### src/sv/rbt_pkg.sv
// ---------------------------------------------------------------------------
// Retransmit backoff timer package
// Widths, codes, register layout and the interval growth function.
// ---------------------------------------------------------------------------
package rbt_pkg;

  localparam int INTERVAL_BITS = 32;
  localparam int COUNT_BITS    = 9;
  localparam int INIT_BITS     = 16;
  localparam int LIMIT_BITS    = 8;
  localparam int DELTA_BITS    = 4;
  localparam int FACTOR_BITS   = DELTA_BITS + 1;
  localparam int CMP_BITS      = (COUNT_BITS > LIMIT_BITS) ? COUNT_BITS : LIMIT_BITS;
  localparam int CFG_IDX_BITS  = 2;
  localparam int CFG_DATA_BITS = INIT_BITS;

  localparam logic [INIT_BITS-1:0]  INIT_INTERVAL_RST = 16'd500;
  localparam logic [LIMIT_BITS-1:0] RETRY_LIMIT_RST   = 8'd3;
  localparam logic [DELTA_BITS-1:0] BACKOFF_DELTA_RST = 4'd1;

  typedef enum logic [1:0] {
    OP_START = 2'd0,
    OP_STOP  = 2'd1,
    OP_TICK  = 2'd2,
    OP_NOP   = 2'd3
  } op_t;

  typedef enum logic [CFG_IDX_BITS-1:0] {
    REG_INIT_INTERVAL = 2'd0,
    REG_RETRY_LIMIT   = 2'd1,
    REG_BACKOFF_DELTA = 2'd2,
    REG_UNUSED        = 2'd3
  } reg_idx_t;

  typedef struct packed {
    logic [INIT_BITS-1:0]  init_interval;
    logic [LIMIT_BITS-1:0] retry_limit;
    logic [DELTA_BITS-1:0] backoff_delta;
  } cfg_t;

  typedef struct packed {
    logic                     armed;
    logic [INTERVAL_BITS-1:0] ticks_left;
    logic [INTERVAL_BITS-1:0] cur_interval;
    logic [COUNT_BITS-1:0]    attempts;
  } timer_state_t;

  typedef struct packed {
    logic                  expired;
    logic                  last_attempt;
    logic                  rearmed;
    logic                  running;
    logic [COUNT_BITS-1:0] attempt_count;
  } result_t;

  // Multiply by (1 + delta), saturating at all ones.
  function automatic logic [INTERVAL_BITS-1:0] grow_interval(
    input logic [INTERVAL_BITS-1:0] v,
    input logic [DELTA_BITS-1:0]    delta
  );
    logic [FACTOR_BITS-1:0]               factor;
    logic [INTERVAL_BITS+FACTOR_BITS-1:0] prod;
    factor = FACTOR_BITS'(delta) + FACTOR_BITS'(1);
    prod   = (INTERVAL_BITS+FACTOR_BITS)'(v) * (INTERVAL_BITS+FACTOR_BITS)'(factor);
    if (|prod[INTERVAL_BITS+FACTOR_BITS-1:INTERVAL_BITS]) begin
      return '1;
    end
    return prod[INTERVAL_BITS-1:0];
  endfunction

endpackage

### src/sv/rbt_step.sv
// ---------------------------------------------------------------------------
// Retransmit backoff timer step
// Next timer state and result word for one event.
// ---------------------------------------------------------------------------
module rbt_step (
  input  rbt_pkg::timer_state_t state_i,
  input  rbt_pkg::cfg_t         cfg_i,
  input  logic [1:0]            op_i,
  input  logic                  keep_i,
  output rbt_pkg::timer_state_t state_o,
  output rbt_pkg::result_t      res_o
);
  import rbt_pkg::*;

  logic [INTERVAL_BITS-1:0] init_ext;
  logic                     below_limit;
  logic                     at_limit;

  assign init_ext    = INTERVAL_BITS'(cfg_i.init_interval);
  assign below_limit = CMP_BITS'(state_i.attempts) < CMP_BITS'(cfg_i.retry_limit);
  assign at_limit    = !below_limit;

  always_comb begin
    state_o = state_i;
    res_o   = '0;
    unique case (op_t'(op_i))
      OP_START: begin
        state_o.cur_interval = init_ext;
        state_o.ticks_left   = init_ext;
        state_o.attempts     = COUNT_BITS'(1);
        state_o.armed        = 1'b1;
      end
      OP_STOP: begin
        state_o.cur_interval = init_ext;
        state_o.attempts     = COUNT_BITS'(1);
        state_o.armed        = 1'b0;
      end
      OP_TICK: begin
        if (state_i.armed) begin
          if (state_i.ticks_left <= INTERVAL_BITS'(1)) begin
            state_o.ticks_left = '0;
            state_o.armed      = 1'b0;
            res_o.expired      = 1'b1;
            res_o.last_attempt = at_limit;
            if (keep_i) begin
              if (state_i.attempts != '1) begin
                state_o.attempts = state_i.attempts + COUNT_BITS'(1);
              end
              if (below_limit) begin
                state_o.cur_interval = grow_interval(state_i.cur_interval,
                                                     cfg_i.backoff_delta);
                state_o.ticks_left   = state_o.cur_interval;
                state_o.armed        = 1'b1;
                res_o.rearmed        = 1'b1;
              end
            end
          end else begin
            state_o.ticks_left = state_i.ticks_left - INTERVAL_BITS'(1);
          end
        end
      end
      OP_NOP: begin
        state_o = state_i;
      end
      default: begin
        state_o = state_i;
      end
    endcase
    res_o.running       = state_o.armed;
    res_o.attempt_count = state_o.attempts;
  end

endmodule

### src/sv/retransmit_backoff_timer_core.sv
// ---------------------------------------------------------------------------
// Retransmit backoff timer core
// Countdown timer with multiplicative backoff on retransmit.
// ---------------------------------------------------------------------------
// Usage:
//   Input channel (in_valid / in_stall): one word per event, in_op selects
//   start, stop, one tick or a no-op; in_keep_retrying is the client reply,
//   used only when a tick expires the countdown.
//   Result channel (out_valid / out_stall): exactly one word per input word,
//   in order: expiry, last attempt, rearm, running flag, attempt count.
//   Config channel (cfg_valid / cfg_ready): index 0 initial interval,
//   1 retry limit, 2 backoff delta; other indexes are dropped. cfg_ready is
//   always high. Write only while no event is in flight; a new initial
//   interval applies from the next start or stop, a new limit or delta
//   from the next expiry. The input register feeds a single update pass
//   into the result register.
//   Throughput: one word per cycle when not stalled; the timer state loops
//   back through one multiply-and-saturate (32 x 5 bits) in the same cycle.
//   Reset (rst_n low, synchronous): registers return to 500 / 3 / 1, the
//   timer is idle with attempt count 1, both pipeline stages are empty.
//   When out_stall is high the result word holds; the input register still
//   fills once, after which in_stall rises until the result is taken.
// ---------------------------------------------------------------------------
module retransmit_backoff_timer_core (
  input  logic                                clk,
  input  logic                                rst_n,
  // input channel
  input  logic                                in_valid,
  output logic                                in_stall,
  input  logic [1:0]                          in_op,
  input  logic                                in_keep_retrying,
  // result channel
  output logic                                out_valid,
  input  logic                                out_stall,
  output logic                                out_expired,
  output logic                                out_last_attempt,
  output logic                                out_rearmed,
  output logic                                out_running,
  output logic [rbt_pkg::COUNT_BITS-1:0]      out_attempt_count,
  // config channel
  input  logic                                cfg_valid,
  output logic                                cfg_ready,
  input  logic [rbt_pkg::CFG_IDX_BITS-1:0]    cfg_index,
  input  logic [rbt_pkg::CFG_DATA_BITS-1:0]   cfg_data
);
  import rbt_pkg::*;

  cfg_t         cfg_r;
  timer_state_t state_r;
  timer_state_t state_nxt;
  result_t      res_nxt;
  result_t      res_r;

  logic         in_vld_r;
  logic [1:0]   op_r;
  logic         keep_r;
  logic         out_vld_r;

  logic         out_free;
  logic         stage_adv;
  logic         in_take;

  // Output slot is free when empty or being drained this cycle.
  assign out_free  = !out_vld_r || !out_stall;
  assign stage_adv = in_vld_r && out_free;
  // Input register takes a word when empty or moving forward.
  assign in_stall  = in_vld_r && !out_free;
  assign in_take   = in_valid && !in_stall;
  assign cfg_ready = 1'b1;

  // Configuration registers
  always_ff @(posedge clk) begin
    if (!rst_n) begin
      cfg_r.init_interval <= INIT_INTERVAL_RST;
      cfg_r.retry_limit   <= RETRY_LIMIT_RST;
      cfg_r.backoff_delta <= BACKOFF_DELTA_RST;
    end else if (cfg_valid && cfg_ready) begin
      unique case (reg_idx_t'(cfg_index))
        REG_INIT_INTERVAL: cfg_r.init_interval <= cfg_data[INIT_BITS-1:0];
        REG_RETRY_LIMIT:   cfg_r.retry_limit   <= cfg_data[LIMIT_BITS-1:0];
        REG_BACKOFF_DELTA: cfg_r.backoff_delta <= cfg_data[DELTA_BITS-1:0];
        REG_UNUSED: begin
          // drop writes past the register list
        end
        default: begin
        end
      endcase
    end
  end

  // Input register
  always_ff @(posedge clk) begin
    if (!rst_n) begin
      in_vld_r <= 1'b0;
    end else if (in_take) begin
      in_vld_r <= 1'b1;
    end else if (stage_adv) begin
      in_vld_r <= 1'b0;
    end
  end

  always_ff @(posedge clk) begin
    if (in_take) begin
      op_r   <= in_op;
      keep_r <= in_keep_retrying;
    end
  end

  // Single update pass: state and result from the held event
  rbt_step u_step (
    .state_i (state_r),
    .cfg_i   (cfg_r),
    .op_i    (op_r),
    .keep_i  (keep_r),
    .state_o (state_nxt),
    .res_o   (res_nxt)
  );

  // Timer state commits only when the event moves into the result slot
  always_ff @(posedge clk) begin
    if (!rst_n) begin
      state_r.armed        <= 1'b0;
      state_r.ticks_left   <= '0;
      state_r.cur_interval <= INTERVAL_BITS'(INIT_INTERVAL_RST);
      state_r.attempts     <= COUNT_BITS'(1);
    end else if (stage_adv) begin
      state_r <= state_nxt;
    end
  end

  // Result register
  always_ff @(posedge clk) begin
    if (!rst_n) begin
      out_vld_r <= 1'b0;
    end else if (stage_adv) begin
      out_vld_r <= 1'b1;
    end else if (!out_stall) begin
      out_vld_r <= 1'b0;
    end
  end

  always_ff @(posedge clk) begin
    if (stage_adv) begin
      res_r <= res_nxt;
    end
  end

  assign out_valid         = out_vld_r;
  assign out_expired       = res_r.expired;
  assign out_last_attempt  = res_r.last_attempt;
  assign out_rearmed       = res_r.rearmed;
  assign out_running       = res_r.running;
  assign out_attempt_count = res_r.attempt_count;

endmodule

### config.mk
export PLATFORM = sky130hd
export DESIGN_NAME = retransmit_backoff_timer_core
export DESIGN_NICKNAME = d
export VERILOG_FILES = /design/src/sv/rbt_pkg.sv /design/src/sv/rbt_step.sv /design/src/sv/retransmit_backoff_timer_core.sv
export SDC_FILE = /design/constraint.sdc
export NUM_CORES = 1
export LEC_CHECK = 0
export BUFFER_PORTS_ARGS = -buffer_cell sky130_fd_sc_hd__buf_2
export CAP_MARGIN = 20
export CORE_ASPECT_RATIO = 0.6
export CORE_MARGIN = 4
export CORE_UTILIZATION = 35
export DETAILED_ROUTE_END_ITERATION = 7
export REMOVE_ABC_BUFFERS = 1
export SETUP_SLACK_MARGIN = 0.02
export SYNTH_ARGS = -nofsm -noshare
export SYNTH_HDL_FRONTEND = slang
export SYNTH_SLANG_ARGS = --single-unit
### constraint.sdc
create_clock -name clk -period 7 [get_ports clk]
set_input_delay 0.35 -clock clk [delete_from_list [all_inputs] [get_ports clk]]
set_output_delay 0.35 -clock clk [all_outputs]
set_load 0.05 [all_outputs]
==> flow_summary.json <==
{
  "antennaDiodeCount": 0,
  "fin_setup_tns_ns": 0,
  "floorplan.initialDensity": 0.3574,
  "area_growth_pct": 11.30,
  "max_cap_viol_count": 0,
  "commonest_cells_in_the_synthesized_netlist": "sky130_fd_sc_hd__inv_1 (137), sky130_fd_sc_hd__nand2_1 (137), sky130_fd_sc_hd__dfxtp_1 (104)",
  "post_cts_buffers": 0,
  "maxSlewViolCount": 0,
  "total_of_fill_cells_in_the_finished_design": 3117,
  "critical_path.startpoint_type": "flop",
  "detailed_place_hpwl_um": 26030,
  "cts_hold_buffers": 0,
  "ys_warn_count": 0,
  "yosys.area.top_type": "sky130_fd_sc_hd__dfxtp_1",
  "worst_slew_margin_rel": 0.3402,
  "gr-usage-all-layers": 0.1953,
  "floorplan.rows": 50,
  "finalCritPeriodShare": 0.9354,
  "tritoncts": "built",
  "max-vdd-ir-drop_mv": 0.1267,
  "rsz0062_at_grt": "false",
  "num-nets-final": 1556,
  "gp_routability_congestion": 0.9155,
  "die_span_x_um": 239.0,
  "worst_setup_hold_path_clk_slew_ns": 0.06,
  "slowest_delay_ns": 0.61,
  "post-layout-total-power_w": 0.002059,
  "worstPathRequired_ns": 7.27,
  "grt_pass1_vias": 9407,
  "run_status": "finished, final reports clean",
  "ctsLongestPathBuffers": 2,
  "fin_util": 0.3978,
  "hold-path-cell-count": 1,
  "io_pins": 42,
  "io_buffers": 40,
  "arrival_ns": 6.82,
  "cts-htree-levels": 4,
  "synth.cell_area_sq_um": 11200,
  "global_route_wire_length_before_repair_um": 54610,
  "synthArstFlopShare": 0,
  "report.final.hold_viol_count": 0,
  "detail_route.vias_per_cell": 5.549,
  "synthesis.area_per_instance_sq_um": 8.130,
  "initialDrtViolationCount": 1049,
  "die-height_um": 146.6,
  "max_freq_ghz": 0.1527,
  "timing.hold.worst.class": "input port to flop",
  "worst_clock_skew_ns": 0.01047,
  "crit_path_top_delay_cell": "sky130_fd_sc_hd__a2111oi_0",
  "synth_area_leaders": "sky130_fd_sc_hd__dfxtp_1 (19%), sky130_fd_sc_hd__fa_1 (16%), sky130_fd_sc_hd__ha_1 (6.3%), sky130_fd_sc_hd__and2_1 (5.2%), sky130_fd_sc_hd__inv_1 (4.6%)",
  "path_max_fanout": 37,
  "synthDominantCellAreaShare": 0.1858,
  "grt_start_max_net_pins": 38,
  "fraction_of_layout_cells_with_a_size_suffix_above_1": 0.07731,
  "cts_buffers": 17,
  "cts_repair_resize_count": 0,
  "r2r.worst_path.cells": 21,
  "synth-main-ff-cell": "sky130_fd_sc_hd__dfxtp_1",
  "number_of_remaining_drc_errors": 0,
  "power_per_cell_area_nw_per_um2": 165.1,
  "worst_setup_path_end_kind": "flop",
  "clock_insertion_delay_worst_skew_ns": 0.43,
  "routed_wire_length_per_instance_um": 18.64,
  "clk_root_buffer_cell": "sky130_fd_sc_hd__clkbuf_16",
  "numClockSinks": 120,
  "count_of_vias_placed_by_the_detailed_router": 10060,
  "syn_inst_count": 1378,
  "setup_viol": 0,
  "finalHoldWorstSlack_ns": 0.1021,
  "synth-edff-count": 16,
  "drt.antenna.violating_nets": 0,
  "synth_cell_type_count": 75,
  "antenna_violations_before_repair": 2,
  "global_route.overflow_total": 0,
  "tightest_slew_ns": 0.9896,
  "postRouteWirelength_um": 33800,
  "synth.ff_latch_count": 120,
  "drt-pass1-iter-count": 5,
  "core_area_sq_um": 31340,
  "floorplan.die_area_sq_um": 35030,
  "path_class": "flop to flop",
  "crit_chain": "ha_1 > xor2_2 > buf_4 > and2_1 > fa_1 > fa_1 > inv_1 > fa_1 > inv_1 > ha_1 > o211ai_1 > o21ai_1 > o21ai_0 > a2111oi_0 > buf_4 > o2111ai_1 > a21boi_0 > o211ai_2 > buf_4 > o31ai_2 > a32oi_1",
  "final_period_minus_worst_setup_slack_ns": 6.548,
  "power.static_leakage_nw": 5.583,
  "synth-seq-area-share": 0.2287
}
-- through the flow --
stage / setup slack [ns] / instance area, sq um / std cells
detailed placement: 0.2188 / 11760 / 1779
finish: 0.4522 / 12470 / 1813
global placement: 0.2386 / 11760 / 1779
global route: 0.04189 / 12470 / 1813
floorplan: 0.06548 / 10930 / 1312
CTS: 0.1826 / 12430 / 1811
-- where the power goes --
| part | internal (W) | switching, W |
|---|---|---|
| registers | 0.000715 | 0.0000163 |
| clock network | 0.000668 | 0.000335 |
| logic | 0.000107 | 0.000218 |
-- state kept, by name, summed over array words and instances, names as in the netlist --
register and flops:
out_attempt_count 9, keep_r 1, cfg_r 28, out_running 1
out_expired 1, op_r 2, in_vld_r 1, out_last_attempt 1
out_rearmed 1, state_r 74, out_valid 1
-- cells by family after synthesis --
logic type,Yosys count,synth area share
XOR/XNOR,39,0.03049
AO/OA/AOI/OAI,324,0.1872
AND/OR/NAND/NOR,528,0.2447
flip-flops,120,0.2287
buffers and inverters,204,0.07092
multiplexers,16,0.01429
adder cells (fa/ha/maj),146,0.2234
other,1,0.0003347
-- final timing paths --
check,startpoint,endpoint,slack (ns)
hold / removal,in_op[1],op_r[1],0.10
setup / recovery,cfg_r[0],state_r[14],0.45
setup reg to reg,cfg_r[0],state_r[14],0.45
hold reg to reg,cfg_r[23],cfg_r[23],0.46
-- layout make-up --
type / instances / area, sq um / share of cell area
multi-input cells: 1054 / 7891 / 0.6328
flip-flops and latches: 120 / 2562 / 0.2055
clock buffers: 23 / 520.5 / 0.04174
well taps: 416 / 520.5 / 0.04174
inverters: 138 / 518.0 / 0.04154
repair buffers: 53 / 301.5 / 0.02418
clock inverters: 9 / 155.1 / 0.01244
-- worst max-delay path, delay by kind of cell, from the launching register on --
| family | cells | cell delay (ns) |
|---|---|---|
| compound gates | 9 | 2.60 |
| fa+ha+maj | 5 | 2.11 |
| buf+inv | 5 | 0.91 |
| flops | 1 | 0.41 |
| simple gates | 1 | 0.19 |
| xor+xnor | 1 | 0.14 |
-- cell usage in the layout (no fill, tap or decap), types with 5 or more instances in the layout --
master / n
sky130_fd_sc_hd__nand2_1: 137
sky130_fd_sc_hd__inv_1: 137
sky130_fd_sc_hd__dfxtp_1: 104
sky130_fd_sc_hd__and2_1: 94
sky130_fd_sc_hd__fa_1: 90
sky130_fd_sc_hd__a21oi_1: 86
sky130_fd_sc_hd__nor2_1: 82
sky130_fd_sc_hd__o21ai_0: 64
sky130_fd_sc_hd__ha_1: 56
sky130_fd_sc_hd__nor3_1: 43
sky130_fd_sc_hd__nor2b_1: 40
sky130_fd_sc_hd__buf_2: 40
sky130_fd_sc_hd__nand2b_1: 36
sky130_fd_sc_hd__a31oi_1: 22
sky130_fd_sc_hd__xor2_1: 19
sky130_fd_sc_hd__a21o_1: 19
sky130_fd_sc_hd__clkbuf_16: 19
sky130_fd_sc_hd__xnor2_1: 18
sky130_fd_sc_hd__o22ai_1: 18
sky130_fd_sc_hd__o31ai_1: 17
sky130_fd_sc_hd__nand4_1: 16
sky130_fd_sc_hd__mux2i_1: 16
sky130_fd_sc_hd__edfxtp_1: 16
sky130_fd_sc_hd__nand3_1: 15
sky130_fd_sc_hd__nor4_1: 14
sky130_fd_sc_hd__o2bb2ai_1: 14
sky130_fd_sc_hd__o21a_1: 13
sky130_fd_sc_hd__and3_1: 12
sky130_fd_sc_hd__or3_1: 11
sky130_fd_sc_hd__buf_4: 11
sky130_fd_sc_hd__o211ai_1: 9
sky130_fd_sc_hd__a221oi_1: 8
sky130_fd_sc_hd__a211oi_1: 7
sky130_fd_sc_hd__nand3b_1: 5
-- per-layer routing --
layer	track usage	part of all wire
met2	0.2282	0.34
met1	0.3284	0.53
met3	0.06815	0.12
met4	0.03603	0.0076
met5	0	0.00062
Note: power is estimated with default switching activity, not from simulation.
